## src/serial_sram_spi_slave_macros.svh

```systemverilog
`ifndef SERIAL_SRAM_SPI_SLAVE_MACROS_SVH
`define SERIAL_SRAM_SPI_SLAVE_MACROS_SVH

// Checks that a condition never holds at a clock edge outside reset.
`define SSPI_ASSERT_NEVER(label, cond, msg) \
   label: assert property (@(posedge clock) disable iff (reset) !(cond)) else $error(msg);

// Checks that a condition holds in the cycle after a trigger.
`define SSPI_ASSERT_NEXT(label, trig, cond, msg) \
   label: assert property (@(posedge clock) disable iff (reset) (trig) |=> (cond)) else $error(msg);

`endif

```

## src/sspi_fifo.sv

```systemverilog
`timescale 1ns / 1ps

module sspi_fifo #(
   parameter int WIDTH = 8,
   parameter int DEPTH = 4
) (
   input  logic                       clock,
   input  logic                       reset,
   input  logic                       push,
   input  logic [WIDTH-1:0]           wdata,
   output logic                       full,
   input  logic                       pop,
   output logic [WIDTH-1:0]           rdata,
   output logic                       empty,
   output logic [$clog2(DEPTH+1)-1:0] count
);

   localparam int PW = $clog2(DEPTH);
   localparam int CW = $clog2(DEPTH + 1);

   logic [WIDTH-1:0] mem_ff [DEPTH];
   logic [PW-1:0]    wptr_ff, wptr_in;
   logic [PW-1:0]    rptr_ff, rptr_in;
   logic [CW-1:0]    count_ff, count_in;
   logic             do_push, do_pop;

   assign full = (count_ff == CW'(DEPTH));
   assign empty = (count_ff == '0);
   assign do_push = push && !full;
   assign do_pop = pop && !empty;
   assign rdata = mem_ff[rptr_ff];
   assign count = count_ff;

   always_comb begin
      wptr_in = wptr_ff;
      rptr_in = rptr_ff;
      count_in = count_ff;
      if (do_push) begin
         wptr_in = (wptr_ff == PW'(DEPTH - 1)) ? '0 : wptr_ff + 1'b1;
      end
      if (do_pop) begin
         rptr_in = (rptr_ff == PW'(DEPTH - 1)) ? '0 : rptr_ff + 1'b1;
      end
      if (do_push && !do_pop) begin
         count_in = count_ff + 1'b1;
      end else if (do_pop && !do_push) begin
         count_in = count_ff - 1'b1;
      end
   end

   always_ff @(posedge clock) begin
      if (reset) begin
         wptr_ff <= '0;
         rptr_ff <= '0;
         count_ff <= '0;
      end else begin
         wptr_ff <= wptr_in;
         rptr_ff <= rptr_in;
         count_ff <= count_in;
      end
   end

   always_ff @(posedge clock) begin
      if (do_push) begin
         mem_ff[wptr_ff] <= wdata;
      end
   end

endmodule

```

## config.mk

```make
export PLATFORM = sky130hd
export DESIGN_NAME = sspi_fifo
export DESIGN_NICKNAME = d
export VERILOG_FILES = /design/src/serial_sram_spi_slave_macros.svh /design/src/sspi_fifo.sv
export SDC_FILE = /design/constraint.sdc
export NUM_CORES = 1
export LEC_CHECK = 0
export ABC_AREA = 1
export BUFFER_PORTS_ARGS = -buffer_cell sky130_fd_sc_hd__buf_2
export CAP_MARGIN = 30
export CORE_UTILIZATION = 25
export CTS_CLUSTER_DIAMETER = 120
export DETAILED_ROUTE_END_ITERATION = 10
export MAX_ROUTING_LAYER = met4
export SLEW_MARGIN = 20
export SYNTH_ARGS = -nofsm -noshare
export SYNTH_HDL_FRONTEND = slang
export SYNTH_SLANG_ARGS = --single-unit
```

## constraint.sdc

```tcl
create_clock -name clock -period 3.4 [get_ports clock]
set_input_delay 0.85 -clock clock [delete_from_list [all_inputs] [get_ports clock]]
set_output_delay 0.85 -clock clock [all_outputs]
set_load 0.01 [all_outputs]
```

After elaboration in Yosys (flattened, before gate mapping):

Memories as Yosys holds them, arrays and structs flattened. A register that Yosys moved wholly into a read port is not among the register bits.
Index checks and enable logic that the tools add are counted.

* RAM bits: 32
* memories: 1
* input bits: 12
* register bits after elaboration: 7

Memory list
* mem_ff: words 4, bits a word 8, read ports 1, clocked after Yosys merged registers in 1, wr ports 1, RTL line sspi_fifo.sv:21 `logic [WIDTH-1:0] mem_ff [DEPTH];`

* multiplexer cells: 8
* reductions and logical operators: 10
* equality and inequality tests: 3
* add/sub/neg operators: 4

Operators with widths (number)
* $mux 2: 4
* $mux 3: 2
* $add 2x1->2 const B: 2
* $eq 2x2->1 const B: 2
* $logic_and 1x1->1: 4
* $logic_not 1->1: 4
* $add 3x1->3 const B: 1
* $eq 3x3->1 const B: 1
* $logic_not 3->1: 1
* $sub 3x1->3 const B: 1
* $mux 1: 2
* $reduce_bool 2->1: 1

Depth between registers and ports, before layout:

* word-level depth: 7
* mapped depth: 13

Worst setup path after synthesis:

OpenSTA, ideal clock, no wires.

* path kind: in2reg
* start point: in push
* end point: reg count_ff[1] (netlist: count[1])
* arrival time: 1.853 ns
* stages on the path: 7
* required time: 3.284 ns
* slack: 1.432 ns
* path buffers: 0
* cells stage by stage: nand2_2 inv_1 ha_1 inv_1 fa_1 o21ai_0 nor2_1

* elaborated cells on any way between the ends: 6
* those cells by class: mux: 1; reduce/logical: 5

RTL lines
* from (decl): RTL line sspi_fifo.sv:9 `input logic push,`
* $logic_and 1x1->1: RTL line sspi_fifo.sv:29 `assign do_push = push && !full;`
* net do_push: RTL line sspi_fifo.sv:25 `logic do_push, do_pop;`
* $logic_and 1x1->1: RTL line sspi_fifo.sv:44 `if (do_push && !do_pop) begin`
* $mux 3: RTL line sspi_fifo.sv:44
* net count_in[1]: RTL line sspi_fifo.sv:24 `logic [CW-1:0] count_ff, count_in;`
* to (signal assigned): RTL line sspi_fifo.sv:59 `count_ff <= count_in;`
* to (decl): RTL line sspi_fifo.sv:24

The timed path passes the listed nets, and every way through them passes these cells.
A chain may end at the register's enable or synchronous reset.

==> qor.yml <==
clock_network:
  cts-hold-fix-buffers: 0
  clock_latency_ns: 0.29
  cts-buffers-inserted: 5
  clockBufferDepth: 2
  cts_tree: "yes"
  cts_root_buffer: "clkbuf_8"
  ctsHtreeMaxLevel: 2
  clk_pin_slew_ns: 0.08
  cts_resized: 0
  cts_setup_buffers: 0
  cts.sinks: 41
final_layout:
  n_fill_cell: 667
  layout_commonest_cell: "nor2_1"
  antenna_cells: 0
  area_growth_pct: 18.22
  drive_gt1_share_pct: 20.90
  layout.nets: 195
  fin_util_pct: 31.05
  layout_common_cells: "33 x nor2_1, 32 x edfxtp_1, 24 x buf_2, 17 x inv_1"
power_and_ir_drop:
  p_leak_nw: 0.8012
  p_per_area_mw_per_mm2: 759.7
  ir_drop_mv: 0.4136
  total_power_mw: 1.524
critical_path:
  arrival_ns: 1.71
  ff2ff_setup_slack_ns: 1.51
  r2r_start: "count[0]"
  rr_endpoint: "count[1]"
  worst-path-max-fanout: 17
  crit_required_ns: 2.55
  critPathLaunchType: "flip-flop"
  crit_type: "reg2out"
  r2r_cells: 9
  endpoint: "rdata[3]"
  cp-end-kind: "output pin"
timing:
  relSlewSlack_pct: 46.57
  setup_viol: 0
  worst_pin_slew_ns: 0.7985
  finalCriticalPeriod_ns: 2.564
  fin_crit_sh_pct: 75.41
  fin_setup_tns_ns: 0
  fmax_mhz: 390.0
  skew_ns: 0.008094
  slew_viol_final: 0
  hold_violations: 0
  holdWs_ns: 0.5442
  grt_setup_unrepaired: "false"
global_route:
  grt.overflow.total: 0
  grt_usage_pct: 9.306
  grt_max_degree: 18
  antenna_found_initial: 0
  grt_pass1_wl_mm: 4.850
  grt_pass1_vias: 1039
yosys:
  synth-seq-cells: 41
  synthTopCellsByArea: "edfxtp_1 57%, dfxtp_1 11%, nor2_1 7.3%, ha_1 4.4%, o21ai_0 3.8%"
  synthesis.nets: 166
  synthCells: 147
  yosys_warnings: 0
  synth.distinct_cells: 19
  netlist.area_leader.share_pct: 56.64
  syn_area_mm2: 0.001697
  synth_top_area_cell: "edfxtp_1"
  avgSynthCellArea_um2: 11.54
  ys_seq_area_share_pct: 67.26
placement:
  port_buffers: 24
  dpl.hpwl_mm: 2.041
  gp_congestion: 0.6941
floorplan:
  die_w_um: 84.38
  die_area_mm2: 0.007120
  start_util_pct: 26.27
  core_mm2: 0.006459
  die_h_um: 84.38
  pin_count: 25
  rows: 29
run_status:
  status: "finished with violations"
  violations: "DRC"
drt:
  wl_per_cell_um: 11.73
  drt-total-wl_mm: 2.979
  ant_nets: 0
  post-route-drc-count: 6
  first_pass_iters: 7
  drt_first_iter_violations: 72
  vias: 1080
  viasPerCell: 4.252
hold_path:
  hold_depth: 2
  hp-class: "reg2reg"
flow_run:
  cap_violations: 0
==> logic make-up (layout without fill, tap and decap cells) <==
kind of cell / count (synthesis) / in the layout / share of synthesized area (%)
AOI/OAI and AO/OA: 27 / 27 / 9.218
xor gates and xnor gates: 1 / 1 / 0.5163
adders and majority gates: 7 / 7 / 5.605
buffers and inverters: 20 / 50 / 5.309
DFF: 41 / 41 / 67.26
and+or+nand+nor: 51 / 51 / 12.09
==> worst max-delay path, stage by stage, from the launching register on <==
cell and delay [ns]:
dfxtp_1 0.69, inv_2 0.26, o21ai_0 0.24, o22ai_1 0.09, buf_2 0.14
==> routing by layer <==
metal	wire, um	global-route usage [%]	vias to the layer above
met5	0	-	-
met4	40	3.698	0
met3	213	2.950	5
met2	1404	15.50	29
met1	1320	10.42	491
li1	-	-	555
==> sequential cells by signal, summed over array words and instances, names as in the netlist, named ones only <==
name and count:
mem_ff 32, count 3, rptr_ff 2, wptr_ff 2
==> area by class of cell <==
| class | count | area, um2 | area share (%) |
|---|---|---|---|
| Tap cell | 77 | 96.34 | 4.804 |
| Inverter | 18 | 67.56 | 3.369 |
| Timing Repair Buffer | 24 | 120.1 | 5.989 |
| Sequential cell | 41 | 1141 | 56.89 |
| Multi-Input combinational cell | 86 | 465.4 | 23.21 |
| Clock buffer | 5 | 68.82 | 3.431 |
| Clock inverter | 3 | 46.29 | 2.308 |
==> worst min-delay path by stage <==
stage	slack, ns	end	start
floorplan	0.48	flip-flop	rptr_ff[1]
global placement	0.52	rptr_ff[1]	rptr_ff[1]
global route	0.57	rptr_ff[1]	rptr_ff[1]
detailed placement	0.54	flip-flop	rptr_ff[1]
finish	0.54	rptr_ff[1]	rptr_ff[1]
CTS	0.55	flip-flop	rptr_ff[1]
==> power breakdown <==
part	internal [mW]	leakage, nW	switching [mW]	total, mW
sequential	0.622	0.368	0.0652	0.687
clock	0.220	0.0543	0.165	0.385
combinational	0.176	0.379	0.277	0.452
total	1.02	0.801	0.507	1.52
==> synthesized netlist by cell type <==
| cell type | count |
|---|---|
| a21oi_1 | 2 |
| o21ai_2 | 3 |
| nand3b_1 | 2 |
| buf_6 | 2 |
| nor2_1 | 33 |
| nand2_2 | 1 |
| edfxtp_1 | 32 |
| nand3_1 | 1 |
| ha_1 | 6 |
| inv_2 | 1 |
| inv_1 | 17 |
| nand4_1 | 1 |
| o22ai_1 | 8 |
| nand2_1 | 13 |
| fa_1 | 1 |
| o21ai_0 | 13 |
| o21ai_1 | 1 |
| xor2_1 | 1 |
| dfxtp_1 | 9 |
==> stage by stage <==
step / area [um2] / instances / worst slack, ns
4_1_cts: 2006 / 254 / 0.8085
6_report: 2006 / 254 / 0.8362
3_5_place_dp: 1891 / 246 / 1.134
5_1_grt: 2006 / 254 / 0.5863
2_1_floorplan: 1697 / 147 / 1.432
3_3_place_gp: 1891 / 246 / 1.173
No activity file was read; power rests on OpenSTA's default activity.
