===== src/serial_sram_spi_slave_macros.svh =====
`ifndef SERIAL_SRAM_SPI_SLAVE_MACROS_SVH
`define SERIAL_SRAM_SPI_SLAVE_MACROS_SVH

// Checks that a condition never holds at a clock edge outside reset.
`define SSPI_ASSERT_NEVER(label, cond, msg) \
   label: assert property (@(posedge clock) disable iff (reset) !(cond)) else $error(msg);

// Checks that a condition holds in the cycle after a trigger.
`define SSPI_ASSERT_NEXT(label, trig, cond, msg) \
   label: assert property (@(posedge clock) disable iff (reset) (trig) |=> (cond)) else $error(msg);

`endif


===== src/sspi_pkg.sv =====
`timescale 1ns / 1ps

package sspi_pkg;

   localparam int MEM_BYTES_DEFAULT = 32768;
   localparam int QUEUE_DEPTH_DEFAULT = 4;
   localparam int ADDR_W = 16;

   localparam logic [7:0] CMD_WRSR = 8'h01;
   localparam logic [7:0] CMD_WRITE = 8'h02;
   localparam logic [7:0] CMD_READ = 8'h03;
   localparam logic [7:0] CMD_RDSR = 8'h05;

   typedef enum logic [2:0] {
      PH_IDLE,
      PH_ADDR_HI,
      PH_ADDR_LO,
      PH_DATA,
      PH_STAT_WR,
      PH_STAT_RD,
      PH_IGNORE
   } phase_type;

   typedef enum logic [1:0] {
      KIND_NONE,
      KIND_WRITE,
      KIND_READ,
      KIND_STATUS
   } kind_type;

   typedef enum logic [1:0] {
      OP_ZERO,
      OP_STATUS,
      OP_WRITE,
      OP_READ
   } op_kind_type;

   typedef struct packed {
      op_kind_type       kind;
      logic [ADDR_W-1:0] addr;
      logic [7:0]        data;
   } op_type;

endpackage


===== src/sspi_front.sv =====
`timescale 1ns / 1ps

module sspi_front
   import sspi_pkg::*;
#(
   parameter int MEM_BYTES = MEM_BYTES_DEFAULT
) (
   input  logic       clock,
   input  logic       reset,
   input  logic       req_push,
   input  logic       queue_full,
   output logic       req_full,
   input  logic       first_byte,
   input  logic [7:0] mosi_byte,
   output logic       op_valid,
   output op_type     op
);

   localparam int AW = $clog2(MEM_BYTES);

   phase_type     phase_ff, phase_in;
   kind_type      kind_ff, kind_in;
   logic [AW-1:0] cursor_ff, cursor_in;
   logic [AW-1:0] hi_rem_ff, hi_rem_in;
   logic [7:0]    status_ff, status_in;
   logic [AW-1:0] hi_rem_table [256];
   logic [AW:0]   lo_sum;
   logic [AW-1:0] wrap_rem;
   logic          accept;

   assign accept = req_push && !queue_full;
   assign req_full = queue_full;
   assign op_valid = accept;

   // The high address byte is reduced through a constant table, so adding the low byte
   // needs at most one subtraction to stay below the memory size.
   for (genvar g = 0; g < 256; g++) begin : g_hi_rem
      assign hi_rem_table[g] = AW'((g * 256) % MEM_BYTES);
   end

   assign lo_sum = {1'b0, hi_rem_ff} + (AW + 1)'(mosi_byte);
   assign wrap_rem = (lo_sum >= (AW + 1)'(MEM_BYTES)) ?
                     AW'(lo_sum - (AW + 1)'(MEM_BYTES)) : AW'(lo_sum);

   always_comb begin
      phase_in = phase_ff;
      kind_in = kind_ff;
      cursor_in = cursor_ff;
      hi_rem_in = hi_rem_ff;
      status_in = status_ff;
      op.kind = OP_ZERO;
      op.addr = ADDR_W'(cursor_ff);
      op.data = '0;
      if (accept) begin
         if (first_byte) begin
            case (mosi_byte)
               CMD_WRSR: begin
                  phase_in = PH_STAT_WR;
                  kind_in = KIND_STATUS;
               end
               CMD_WRITE: begin
                  phase_in = PH_ADDR_HI;
                  kind_in = KIND_WRITE;
               end
               CMD_READ: begin
                  phase_in = PH_ADDR_HI;
                  kind_in = KIND_READ;
               end
               CMD_RDSR: begin
                  phase_in = PH_STAT_RD;
                  kind_in = KIND_STATUS;
               end
               default: begin
                  phase_in = PH_IGNORE;
                  kind_in = KIND_NONE;
               end
            endcase
         end else begin
            case (phase_ff)
               PH_ADDR_HI: begin
                  hi_rem_in = hi_rem_table[mosi_byte];
                  phase_in = PH_ADDR_LO;
               end
               PH_ADDR_LO: begin
                  cursor_in = wrap_rem;
                  phase_in = PH_DATA;
               end
               PH_DATA: begin
                  if (kind_ff == KIND_WRITE) begin
                     op.kind = OP_WRITE;
                     op.data = mosi_byte;
                  end else if (kind_ff == KIND_READ) begin
                     op.kind = OP_READ;
                  end
                  cursor_in = (cursor_ff == AW'(MEM_BYTES - 1)) ? '0 : cursor_ff + 1'b1;
               end
               PH_STAT_WR: begin
                  status_in = mosi_byte;
                  phase_in = PH_IGNORE;
               end
               PH_STAT_RD: begin
                  op.kind = OP_STATUS;
                  op.data = status_ff;
               end
               default: begin
               end
            endcase
         end
      end
   end

   always_ff @(posedge clock) begin
      if (reset) begin
         phase_ff <= PH_IDLE;
         kind_ff <= KIND_NONE;
         cursor_ff <= '0;
         hi_rem_ff <= '0;
         status_ff <= '0;
      end else begin
         phase_ff <= phase_in;
         kind_ff <= kind_in;
         cursor_ff <= cursor_in;
         hi_rem_ff <= hi_rem_in;
         status_ff <= status_in;
      end
   end

endmodule


===== config.mk =====
export PLATFORM = sky130hd
export DESIGN_NAME = sspi_front
export DESIGN_NICKNAME = d
export VERILOG_FILES = /design/src/serial_sram_spi_slave_macros.svh /design/src/sspi_pkg.sv /design/src/sspi_front.sv
export SDC_FILE = /design/constraint.sdc
export NUM_CORES = 1
export LEC_CHECK = 0
export ABC_AREA = 1
export BUFFER_PORTS_ARGS = -buffer_cell sky130_fd_sc_hd__buf_2
export CAP_MARGIN = 30
export CORE_MARGIN = 2
export CORE_UTILIZATION = 45
export CTS_CLUSTER_DIAMETER = 30
export DETAILED_ROUTE_END_ITERATION = 12
export PLACE_DENSITY_LB_ADDON = 0.3
export SYNTH_ARGS = -nofsm -noshare
export SYNTH_HDL_FRONTEND = slang
export SYNTH_SLANG_ARGS = --single-unit

===== constraint.sdc =====
create_clock -name clock -period 2.15 [get_ports clock]
set_clock_uncertainty 0.1 [all_clocks]
set_input_delay 0.43 -clock clock [delete_from_list [all_inputs] [get_ports clock]]
set_output_delay 0.43 -clock clock [all_outputs]
set_load 0.05 [all_outputs]

After elaboration in Yosys (flattened, before gate mapping)
Memories as Yosys holds them, arrays and structs flattened. A register that Yosys moved wholly into a read port is not among the register bits.
Cells that the tools add are included.
Operators by class
  mux-type cells: 16
  reductions and logical operators: 11
  bitwise gates (word level): 2
  magnitude comparators: 1
  shift operators: 0
  $mul: 0
  divide/modulo/power cells: 0
  eq/ne operators: 12
  add/subtract/negate cells: 3
Operators by type and width (number)
  15-bit 2-to-1 mux: 2
  15-bit one-hot mux with 2 select lines: 1
  8-bit 2-to-1 mux: 3
  3-bit one-hot mux with 3 select lines: 2
  15-bit by 8-bit adder with 16-bit output: 1
  8-bit by 2-bit == test with 1-bit output, second input constant: 2
  16-bit >= comparator, second input constant: 1
  8-bit one-hot mux with 2 select lines: 1
  15-bit by 1-bit adder with 15-bit output, second input constant: 1
  15-bit == test, second input constant: 1
  15-bit by 1-bit subtractor with 15-bit output, second input constant: 1
  8-bit inverter with 9-bit output: 1
  3-bit AND reduction: 3
  8-bit by 1-bit == test with 1-bit output, second input constant: 1
  8-bit by 3-bit == test with 1-bit output, second input constant: 1
  2-bit 2-to-1 mux: 4
  3-bit by 2-bit == test with 1-bit output, second input constant: 2
  3-bit == test, second input constant: 2
  2-bit one-hot mux with 3 select lines: 1
  2-bit one-hot mux with 2 select lines: 1
  2-bit AND reduction: 2
  4-bit nonzero test: 1
  2-bit OR reduction: 2
  3-bit by 1-bit == test with 1-bit output, second input constant: 1
  other kinds (7): 7
Word-level totals
  latch bits: 0
  ROM bits: 3840
  word-level logic and storage cells: 50
  input port bits: 13
  register bits: 28
  memories kept: 1
  bits in writable memories: 0
Memories
  (name not given): depth 256, bits a word 15, rd ports 1, clocked after memory_dff 1, write ports 0, line sspi_front.sv:81  | hi_rem_in = hi_rem_table[mosi_byte];

Logic depth before layout (Yosys ltp)
Gate-level depths: netlist (run 1).
  depth after elaboration: 6
  gate-level depth with buffers: 10

Worst setup path before layout (run 1)
No wires, ideal clock.
  kind: in2out
  start: in req_push
  end: out op[0] (netlist bit)
  buffers on the path: 0
  slack: -0.514 ns
  required time: 1.620 ns
  stages on the path: 6
  arrival time: 2.134 ns
  cell sequence: inv_1 nor2_4 inv_2 nor2_8 nand4_1 o22ai_1
RTL lines
  start, declared: line sspi_front.sv:10  | input logic req_push,
  end, declared: line sspi_front.sv:16  | output op_type op

==> results of run 1 <==
[final timing paths]
kind	slack (ps)	start	cells past startpoint	to
min	240	reset	2	phase_ff[2]
max reg2reg	410	cursor_ff[0]	8	cursor_ff[7]
max	120	phase_ff[1]	8	op[24]
min reg2reg	420	status_ff[6]	2	status_ff[6]
[worst max-delay path: cells and delay by family (launching register included)]
kind,cells,cell delay (ps)
flops,1,360
simple gates,4,380
buf+inv,4,460
[synth_stat cells (all sizes together), types with 2 or more instances]
| cell | n |
|---|---|
| xor2 | 4 |
| a21oi | 47 |
| inv | 40 |
| nand4 | 6 |
| buf | 9 |
| o22ai | 8 |
| nor2 | 29 |
| nand3 | 13 |
| o21ai | 34 |
| o21bai | 2 |
| ha | 3 |
| clkbuf | 3 |
| nand2 | 67 |
| dfxtp | 35 |
| nor3 | 3 |
| or2 | 2 |
[per-stage QoR]
| step | instances | hold WS (ps) |
|---|---|---|
| 2_1_floorplan | 310 | 374.8 |
| 3_5_place_dp | 394 | 405.7 |
| 5_1_grt | 407 | 241.6 |
| 3_3_place_gp | 394 | 403.2 |
| 4_1_cts | 403 | 231.4 |
| 6_report | 407 | 238.2 |
[repair_timing]
item,4_1_cts,5_1_grt
hold buffers,0,0
gates resized for setup,12,11
gates cloned,0,1
setup endpoints to repair,10,10
setup buffers,1,3
pin swaps,1,3
[cell families after synthesis]
| kind of cell | count (synthesis) | share of synthesized area [%] |
|---|---|---|
| simple gates | 121 | 27.56 |
| buf+inv | 53 | 11.01 |
| xor+xnor | 5 | 2.129 |
| compound gates | 92 | 23.24 |
| fa+ha+maj | 3 | 1.825 |
| other cells | 1 | 0.1823 |
| flops | 35 | 34.06 |
[sequential cells by signal, summed over array words and instances (netlist names)]
signal     cells
hi_rem_ff      7
phase_ff       3
kind_ff        2
cursor_ff     15
status_ff      8
[final cells by class]
type | instances | area, sq um | share of cell area [%]
clock buffers | 8 | 100.1 | 3.916
inverters | 41 | 158.9 | 6.216
multi-input cells | 223 | 1206 | 47.19
flip-flops and latches | 35 | 701.9 | 27.46
well taps | 52 | 65.06 | 2.545
repair buffers | 48 | 324.1 | 12.68
[per-layer routing]
| metal | GRT usage (%) | wire length (um) |
|---|---|---|
| met1 | 31.32 | 2512 |
| met3 | 3.657 | 350 |
| met2 | 34.57 | 2475 |
| met5 | 0 | 0 |
| met4 | 7.547 | 61 |
[power by group]
group,internal (mW),switching (mW)
combinational,0.0458,0.105
sequential,0.659,0.0114
clock,0.292,0.239
==> run_results.csv, run 1 <==
group,metric,value,unit
status,outcome,"finished clean",
layout,layout_commonest_cell,"nand2_1",
synthesis,yosys.area.top_type,"dfxtp_1",
min_path,hp-class,"in2reg",
placement,gp_congestion,0.7868,
drt,wl_per_cell,13.27,um
clocking,cts_tree,"yes",
timing,final-hold-violation-count,0,
clocking,cts_buffers,5,
layout,drive_gt1_share,23.94,%
worst_setup_path,crit_type,"reg2out",
drt,dr.first_iter.drc_count,180,
floorplan,start_util,46.92,%
synthesis,synth_edf_count,0,
run,cap_violations,0,
worst_setup_path,end_kind,"output pin",
synthesis,synth_flop_cell,"dfxtp_1",
timing,rsz0062_at_grt,"no",
pwr,power.density,529.1,nW/um^2
worst_setup_path,critical-path-slowest-cell,"dfxtp_2",
synthesis,syn_area,2057,sq um
floorplan,fp.coreArea,4384,sq um
synthesis,synth-seq-area-share,34.06,%
timing,setup_ws,120.9,ps
drt,wl,5.400,mm
layout,finalInstanceArea,2556,sq um
synthesis,ys_ff_latch,35,
floorplan,die_x,71.61,um
pwr,p_total,1.353,mW
timing,finalCritPeriodShare,94.38,%
timing,setup_viol,0,
floorplan,fp.dieH,71.61,um
layout,nNetsFinal,370,
grt,grt_util_all_layers,22.21,%
pwr,max-vdd-ir-drop,0.3309,mV
clocking,clockBufferDepth,2,
drt,dr.pass1.iters,4,
timing,max_freq,0.4928,GHz
synthesis,async_flop_share,0,%
clocking,cts.sinks,35,
floorplan,design.die.area,5128,sq um
layout,n_antenna_cell,0,
layout,mostFrequentLayoutCells,"nand2_1, a21oi_1, inv_1, dfxtp_1, o21ai_0",
worst_setup_path,critPathMaxStageDelay,360,ps
synthesis,synth_nets,326,
drt,num_vias,2151,
timing,fin_crit,2029,ps
drt,antenna_left,0,
worst_setup_path,cp_cell_sequence,"inv_2 > nor2_4 > nand2_2 > inv_4 > buf_6 > nand3_1 > nand2_1 > buf_6",
drt,drc,0,
placement,place_ws,46.47,ps
synthesis,synth_cells,310,
placement,place_area,2355,sq um
grt,antenna_found_initial,0,
layout,fill_cells,410,
clocking,clk_pin_slew,70,ps
timing,maxSlewViolCount,0,
grt,grt_pass1_vias,1920,
clocking,clk_latency,290,ps
layout,areaGrowthSynthToFinish,24.27,%
drt,vias_per_cell,5.285,
clocking,clock-root-buffer,"clkbuf_8",
grt,grt_remaining_overflow,0,
timing,setup_tns,0,ps
worst_setup_path,crit_required,1620,ps
floorplan,row_count,24,
synthesis,syn_area_per_cell,6.635,sq um
pwr,p_leak,1.111,nW
synthesis,synth.top_cell.area_share,34.06,%
layout,fin_util,58.30,%
worst_setup_path,path_max_fanout,8,
synthesis,synth_area_leaders,"dfxtp_1, nand2_1, a21oi_1, o21ai_0, inv_1",
synthesis,synth-warning-count,0,
worst_setup_path,cp.arrival,1500,ps
worst_setup_path,crit_top_cell,"buf_6",
clocking,htreeDepth,2,
synthesis,synth_cell_type_count,33,
grt,grt_max_degree,25,
floorplan,io_pins,41,
worst_setup_path,crit_path_start_kind,"flip-flop",
grt,grt_pass1_wl,9.032,mm
placement,port_buffers,39,
placement,dp_hpwl,3.784,mm
Note: power is estimated with default switching activity, not from simulation.
==> run 2, diff against run 1 <==
ABC_AREA = not set   (was 1)
BUFFER_PORTS_ARGS = -buffer_cell sky130_fd_sc_hd__buf_4   (was -buffer_cell sky130_fd_sc_hd__buf_2)
SKIP_CTS_REPAIR_TIMING = 1   (was not set)
==> run 2 against run 1 <==
The flow now finishes with violations (negative setup slack). Register-to-register slack worse by 260 ps. Combinational power down 5%. Clock power down 4.7%. Fmax down 7.0%. Non-clock buffer count up 15. Largest cell class unchanged. Via count up 1.3%. Critical path depth down 3. Die area up 2.0%. Clock-buffer cell count down 3. Total power down 3.2%. Worst setup slack worse by 150 ps.
==> run_results.csv, run 2 <==
group,metric,value,unit
status,outcome,"complete, but fails checks",
status,violations,"negative setup slack",
worst_setup_path,cp_cell_sequence,"nor4b_4 > and3_4 > buf_12 > a22o_4 > buf_8",
worst_setup_path,cp_top_family,"simple AND/OR/NAND/NOR gates",
synthesis,synth_flop_cell,"dfxtp_1",
floorplan,design.die.area,5228,sq um
synthesis,synth-seq-area-share,33.37,%
min_path,hold_path_end,"status_ff[4]",
clocking,cts.sinks,35,
synthesis,synth.top_cell.area_share,33.37,%
timing,maxSlewViolCount,0,
layout,regMostFlops,"cursor_ff",
drt,dr.pass1.iters,4,
pwr,p_leak,1.230,nW
layout,fin_util,64.31,%
pwr,p_total,1.309,mW
synthesis,ys_ff_latch,35,
worst_setup_path,cp.arrival,1650,ps
clocking,cts_tree,"yes",
placement,gp_congestion,0.8389,
timing,rsz0062_at_grt,"yes",
grt,grt_util_all_layers,23.33,%
worst_setup_path,crit_path_start_kind,"flip-flop",
clocking,clock-root-buffer,"clkbuf_8",
clocking,clk_latency,300,ps
layout,nNetsFinal,319,
synthesis,synthMuxAreaShare,8.164,%
layout,mostFrequentLayoutCells,"buf_4, nor2_1, dfxtp_1",
timing,setup_ws,-32.15,ps
floorplan,io_pins,41,
synthesis,synth_top_family_by_area,"simple AND/OR/NAND/NOR gates",
clocking,clockBufferDepth,2,
drt,dr.first_iter.drc_count,241,
synthesis,yosys.area_share.simple,27.41,%
floorplan,row_count,24,
timing,max_freq,0.4583,GHz
min_path,hold_start,"mosi_byte[4]",
layout,largestRegisters,"cursor_ff (15), status_ff (8), hi_rem_ff (7)",
grt,grt_remaining_overflow,0,
synthesis,synth_compound_area_share,21.69,%
synthesis,synth_fa_ha_area_share,1.788,%
layout,drive_gt1_share,33.22,%
worst_setup_path,crit_path_start,"phase_ff[1]",
synthesis,synth_xor_area_share,0.4172,%
synthesis,syn_area,2100,sq um
worst_setup_path,crit_required,1620,ps
placement,port_buffers,39,
run,cap_violations,0,
timing,fin_crit,2182,ps
floorplan,start_util,47.56,%
drt,num_vias,2178,
worst_setup_path,critPathMaxStageDelay,360,ps
worst_setup_path,r2r-end,"cursor_ff[10]",
layout,areaGrowthSynthToFinish,35.22,%
floorplan,fp.dieH,72.31,um
drt,vias_per_cell,6.118,
placement,dp_hpwl,4.087,mm
worst_setup_path,crit_type,"reg2out",
timing,setup_viol,8,
worst_setup_path,reg2reg_depth,6,
drt,wl_per_cell,16.49,um
drt,wl,5.870,mm
clocking,cts_buffers,5,
grt,grt_pass1_vias,2025,
synthesis,async_flop_share,0,%
synthesis,synthTopCellsByCount,"dfxtp_1, nor2_1, mux2i_1",
pwr,max-vdd-ir-drop,0.2782,mV
timing,final-hold-violation-count,0,
worst_setup_path,r2r_slack,150,ps
drt,drc,0,
layout,largest_reg_flops,15,
min_path,hp-class,"in2reg",
clocking,clk_pin_slew,80,ps
synthesis,synth-warning-count,0,
synthesis,synth_cells,255,
drt,antenna_left,0,
min_path,worstHoldPathCells,3,
layout,layout_commonest_cell,"buf_4",
worst_setup_path,end_kind,"output pin",
synthesis,syn_area_per_cell,8.233,sq um
synthesis,yosys.area.top_type,"dfxtp_1",
synthesis,synth_area_leaders,"dfxtp_1, mux2i_1, nor2_1, nand3_1, a22o_1",
timing,finalCritPeriodShare,101.5,%
placement,place_area,2650,sq um
floorplan,die_x,72.31,um
grt,antenna_found_initial,0,
synthesis,synth_most_common_cell,"dfxtp_1",
synthesis,synth_cell_type_count,56,
synthesis,synth_nets,271,
worst_setup_path,worstPathBufferInverterCount,2,
layout,finalInstanceArea,2839,sq um
worst_setup_path,path_max_fanout,8,
grt,grt_max_degree,36,
synthesis,synth_edf_count,0,
worst_setup_path,critical-path-slowest-cell,"dfxtp_4",
timing,worst_hold_slack,312.4,ps
floorplan,fp.coreArea,4414,sq um
pwr,power.density,461.1,nW/um^2
clocking,htreeDepth,2,
layout,n_antenna_cell,0,
grt,grt_pass1_wl,9.528,mm
worst_setup_path,reg2reg_from,"cursor_ff[0]",
[run 2: cell count changes in the layout (fill, tap and decap cells not counted), moves of 11 or more]
cell,before,now
nand2_1,64,13
a21oi_1,47,7
buf_4,10,50
buf_2,30,0
inv_1,34,9
o21ai_0,31,7
mux2i_1,0,16
a31oi_1,0,11
[run 2: logic make-up (layout without fill, tap and decap cells)]
| group | count (synthesis) | after routing |
|---|---|---|
| multiplexers | 17 | 17 |
| XOR/XNOR | 1 | 1 |
| adder cells (fa/ha/maj) | 3 | 3 |
| buffers and inverters | 32 | 81 |
| AND/OR/NAND/NOR | 104 | 104 |
| flip-flops | 35 | 35 |
| other | 1 | 1 |
| AO/OA/AOI/OAI | 62 | 62 |
[run 2: through the flow]
| stage | setup WS, ps | TNS (ps) | cells |
|---|---|---|---|
| 3_5_place_dp | -33.95 | -229.2 | 348 |
| 2_1_floorplan | 3.952 | 0 | 255 |
| 6_report | -32.15 | -204.3 | 356 |
| 4_1_cts | -141.6 | -1225 | 356 |
| 3_3_place_gp | -6.937 | -51.02 | 348 |
| 5_1_grt | -75.30 | -546.7 | 356 |
[run 2: how the worst max path moves through the flow]
stage / cells after the start / slack (ps) / endpoint
global placement: 6 / -7 / op[4]
floorplan: 7 / 4 / cursor_ff[11]
finish: 5 / -30 / op[5]
CTS: 5 / -140 / op[5]
detailed placement: 6 / -30 / op[5]
global route: 5 / -80 / op[5]
[run 2: tightest hold or removal path, stage by stage]
cell,delay [ps]
buf_4,110
mux2i_1,60
nor2_1,70
[run 2: where the power goes]
part | switching [mW] | total [mW] | leakage [nW] | internal, mW
logic | 0.0901 | 0.143 | 0.903 | 0.0525
clock network | 0.275 | 0.506 | 0.0408 | 0.232
registers | 0.00667 | 0.660 | 0.286 | 0.654
total | 0.371 | 1.31 | 1.23 | 0.938
[run 2: layout make-up]
cell class | count | area, sq um
sequential | 35 | 711.9
clock inverter | 3 | 23.77
multi-input combinational | 188 | 1363
timing repair buffer | 63 | 569.3
fill | 364 | 1575
clock buffer | 5 | 68.82
inverter | 10 | 37.54
tap | 52 | 65.06
[run 2: metal layers]
metal / share of wire (%) / track usage (%) / routed length [um] / vias to the layer above
met4: 1.7 / 10.27 / 98 / 0
met1: 42 / 30.77 / 2465 / 1028
met3: 8.3 / 4.861 / 490 / 8
li1: - / - / - / 1045
met5: 0 / 0 / 0 / -
met2: 48 / 36.80 / 2815 / 97
==> run 3, diff against run 2 <==
CORE_MARGIN = not set   (was 2)
PLACE_DENSITY_LB_ADDON = 0.12   (was 0.3)
==> run 3 against run 2 <==
The run now ends clean. Clock-buffer cell count did not move. Worst setup slack improved by 69 ps. Sequential cell count unchanged. Utilization up 0.057 points. Combinational power about the same. Global-route usage increased by 1.3 points. Final cell count rose by 0.56%. Register-to-register slack worse by 20 ps. Non-clock buffer count rose by 2. First-iteration DRC count fell by 19%. Routed wire length is 0.20% higher. Critical endpoint is now op[7].
==> run_results.csv, run 3 (synthesized netlist as in run 2, its figures left out) <==
group,metric,value,unit
status,outcome,"finished clean",
layout,nNetsFinal,321,
layout,fill_cells,401,
worst_setup_path,crit_type,"reg2out",
worst_setup_path,critPathMaxStageDelay,350,ps
floorplan,io_pins,41,
pwr,max-vdd-ir-drop,0.3778,mV
layout,drive_gt1_share,32.68,%
worst_setup_path,reg2reg_depth,6,
drt,wl,5.882,mm
floorplan,fp.dieH,70.31,um
floorplan,start_util,47.56,%
grt,grt_pass1_wl,9.777,mm
layout,multiInputGateArea,1356,sq um
timing,final-hold-violation-count,0,
worst_setup_path,cp_cell_sequence,"and3b_1 > and3_1 > buf_12 > a22o_4 > buf_8",
grt,grt_remaining_overflow,0,
clocking,cts.sinks,35,
drt,num_vias,2131,
worst_setup_path,worstPathBufferInverterCount,2,
placement,port_buffers,39,
pwr,power.density,451.2,nW/um^2
timing,finalCritPeriodShare,98.27,%
worst_setup_path,path_max_fanout,8,
grt,grt_pass1_vias,1949,
grt,grt_max_degree,36,
timing,rsz0062_at_grt,"yes",
floorplan,fp.coreArea,4414,sq um
layout,largestRegisters,"cursor_ff (15), status_ff (8), hi_rem_ff (7)",
worst_setup_path,end_kind,"output pin",
drt,antenna_left,0,
timing,fin_crit,2113,ps
clocking,clk_latency,280,ps
worst_setup_path,cp.depth,5,
layout,fin_util,64.37,%
timing,max_freq,0.4733,GHz
placement,gp_congestion,0.8267,
clocking,clock-root-buffer,"clkbuf_8",
layout,regMostFlops,"cursor_ff",
min_path,worstHoldPathCells,3,
min_path,hp-class,"in2reg",
drt,dr.first_iter.drc_count,196,
clocking,clockBufferDepth,2,
layout,areaGrowthSynthToFinish,35.34,%
timing,maxSlewViolCount,0,
clocking,cts_tree,"yes",
layout,largest_reg_flops,15,
grt,antenna_found_initial,0,
layout,layout_commonest_cell,"buf_4",
drt,drc,0,
worst_setup_path,crit_path_start_kind,"flip-flop",
run,cap_violations,0,
worst_setup_path,cp_top_family,"simple AND/OR/NAND/NOR gates",
timing,setup_viol,0,
clocking,clk_pin_slew,70,ps
floorplan,design.die.area,4943,sq um
worst_setup_path,critical-path-slowest-cell,"dfxtp_2",
worst_setup_path,crit_required,1620,ps
grt,grt_util_all_layers,24.67,%
worst_setup_path,cp.arrival,1580,ps
clocking,htreeDepth,2,
placement,place_ws,-44.20,ps
clocking,cts_buffers,5,
placement,dp_hpwl,4.241,mm
floorplan,die_x,70.31,um
drt,dr.pass1.iters,4,
layout,mostFrequentLayoutCells,"buf_4, dfxtp_1, nor2_1",
pwr,p_leak,1.241,nW
timing,setup_tns,0,ps
layout,regArea,708.2,sq um
timing,setup_ws,37.10,ps
drt,vias_per_cell,5.953,
floorplan,row_count,24,
pwr,p_total,1.282,mW
layout,n_antenna_cell,0,
drt,wl_per_cell,16.43,um
run 3: area by class of cell:
type	instances	share of cell area [%]
clock inverter	3	0.7045
timing repair buffer	65	20.61
multi-input combinational	188	47.73
sequential	35	24.92
tap	52	2.290
inverter	10	1.321
clock buffer	5	2.422
run 3: final timing paths:
| check | from | to | slack [ps] |
|---|---|---|---|
| worst min register to register | kind_ff[1] | kind_ff[1] | 380 |
| worst max-delay path | phase_ff[1] | op[7] | 40 |
| worst min-delay path | mosi_byte[4] | hi_rem_ff[12] | 330 |
| worst max register to register | cursor_ff[0] | cursor_ff[10] | 130 |
run 3: worst min-delay path: stages:
cell	delay, ps
buf_4	120
mux2i_1	70
nor2_1	70
run 3: metal layers:
| layer | vias to the layer above | track usage [%] | part of all wire (%) |
|---|---|---|---|
| li1 | 1047 | - | - |
| met1 | 1001 | 33.60 | 45 |
| met2 | 73 | 39.68 | 48 |
| met3 | 10 | 4.618 | 5.7 |
| met4 | 0 | 6.667 | 1.4 |
| met5 | - | 0 | 0 |
run 3: power by group:
group	internal, mW	total [mW]	switching [mW]
Clock	0.225	0.480	0.255
Combinational	0.0513	0.141	0.0901
Sequential	0.654	0.660	0.00633
run 3: per-stage QoR:
stage	cells	hold WS, ps	instance area [sq um]
6_report	358	334.3	2841
5_1_grt	358	343.2	2841
4_1_cts	358	334.5	2766
3_3_place_gp	350	363.9	2678
2_1_floorplan	255	346.0	2198
3_5_place_dp	350	378.0	2678
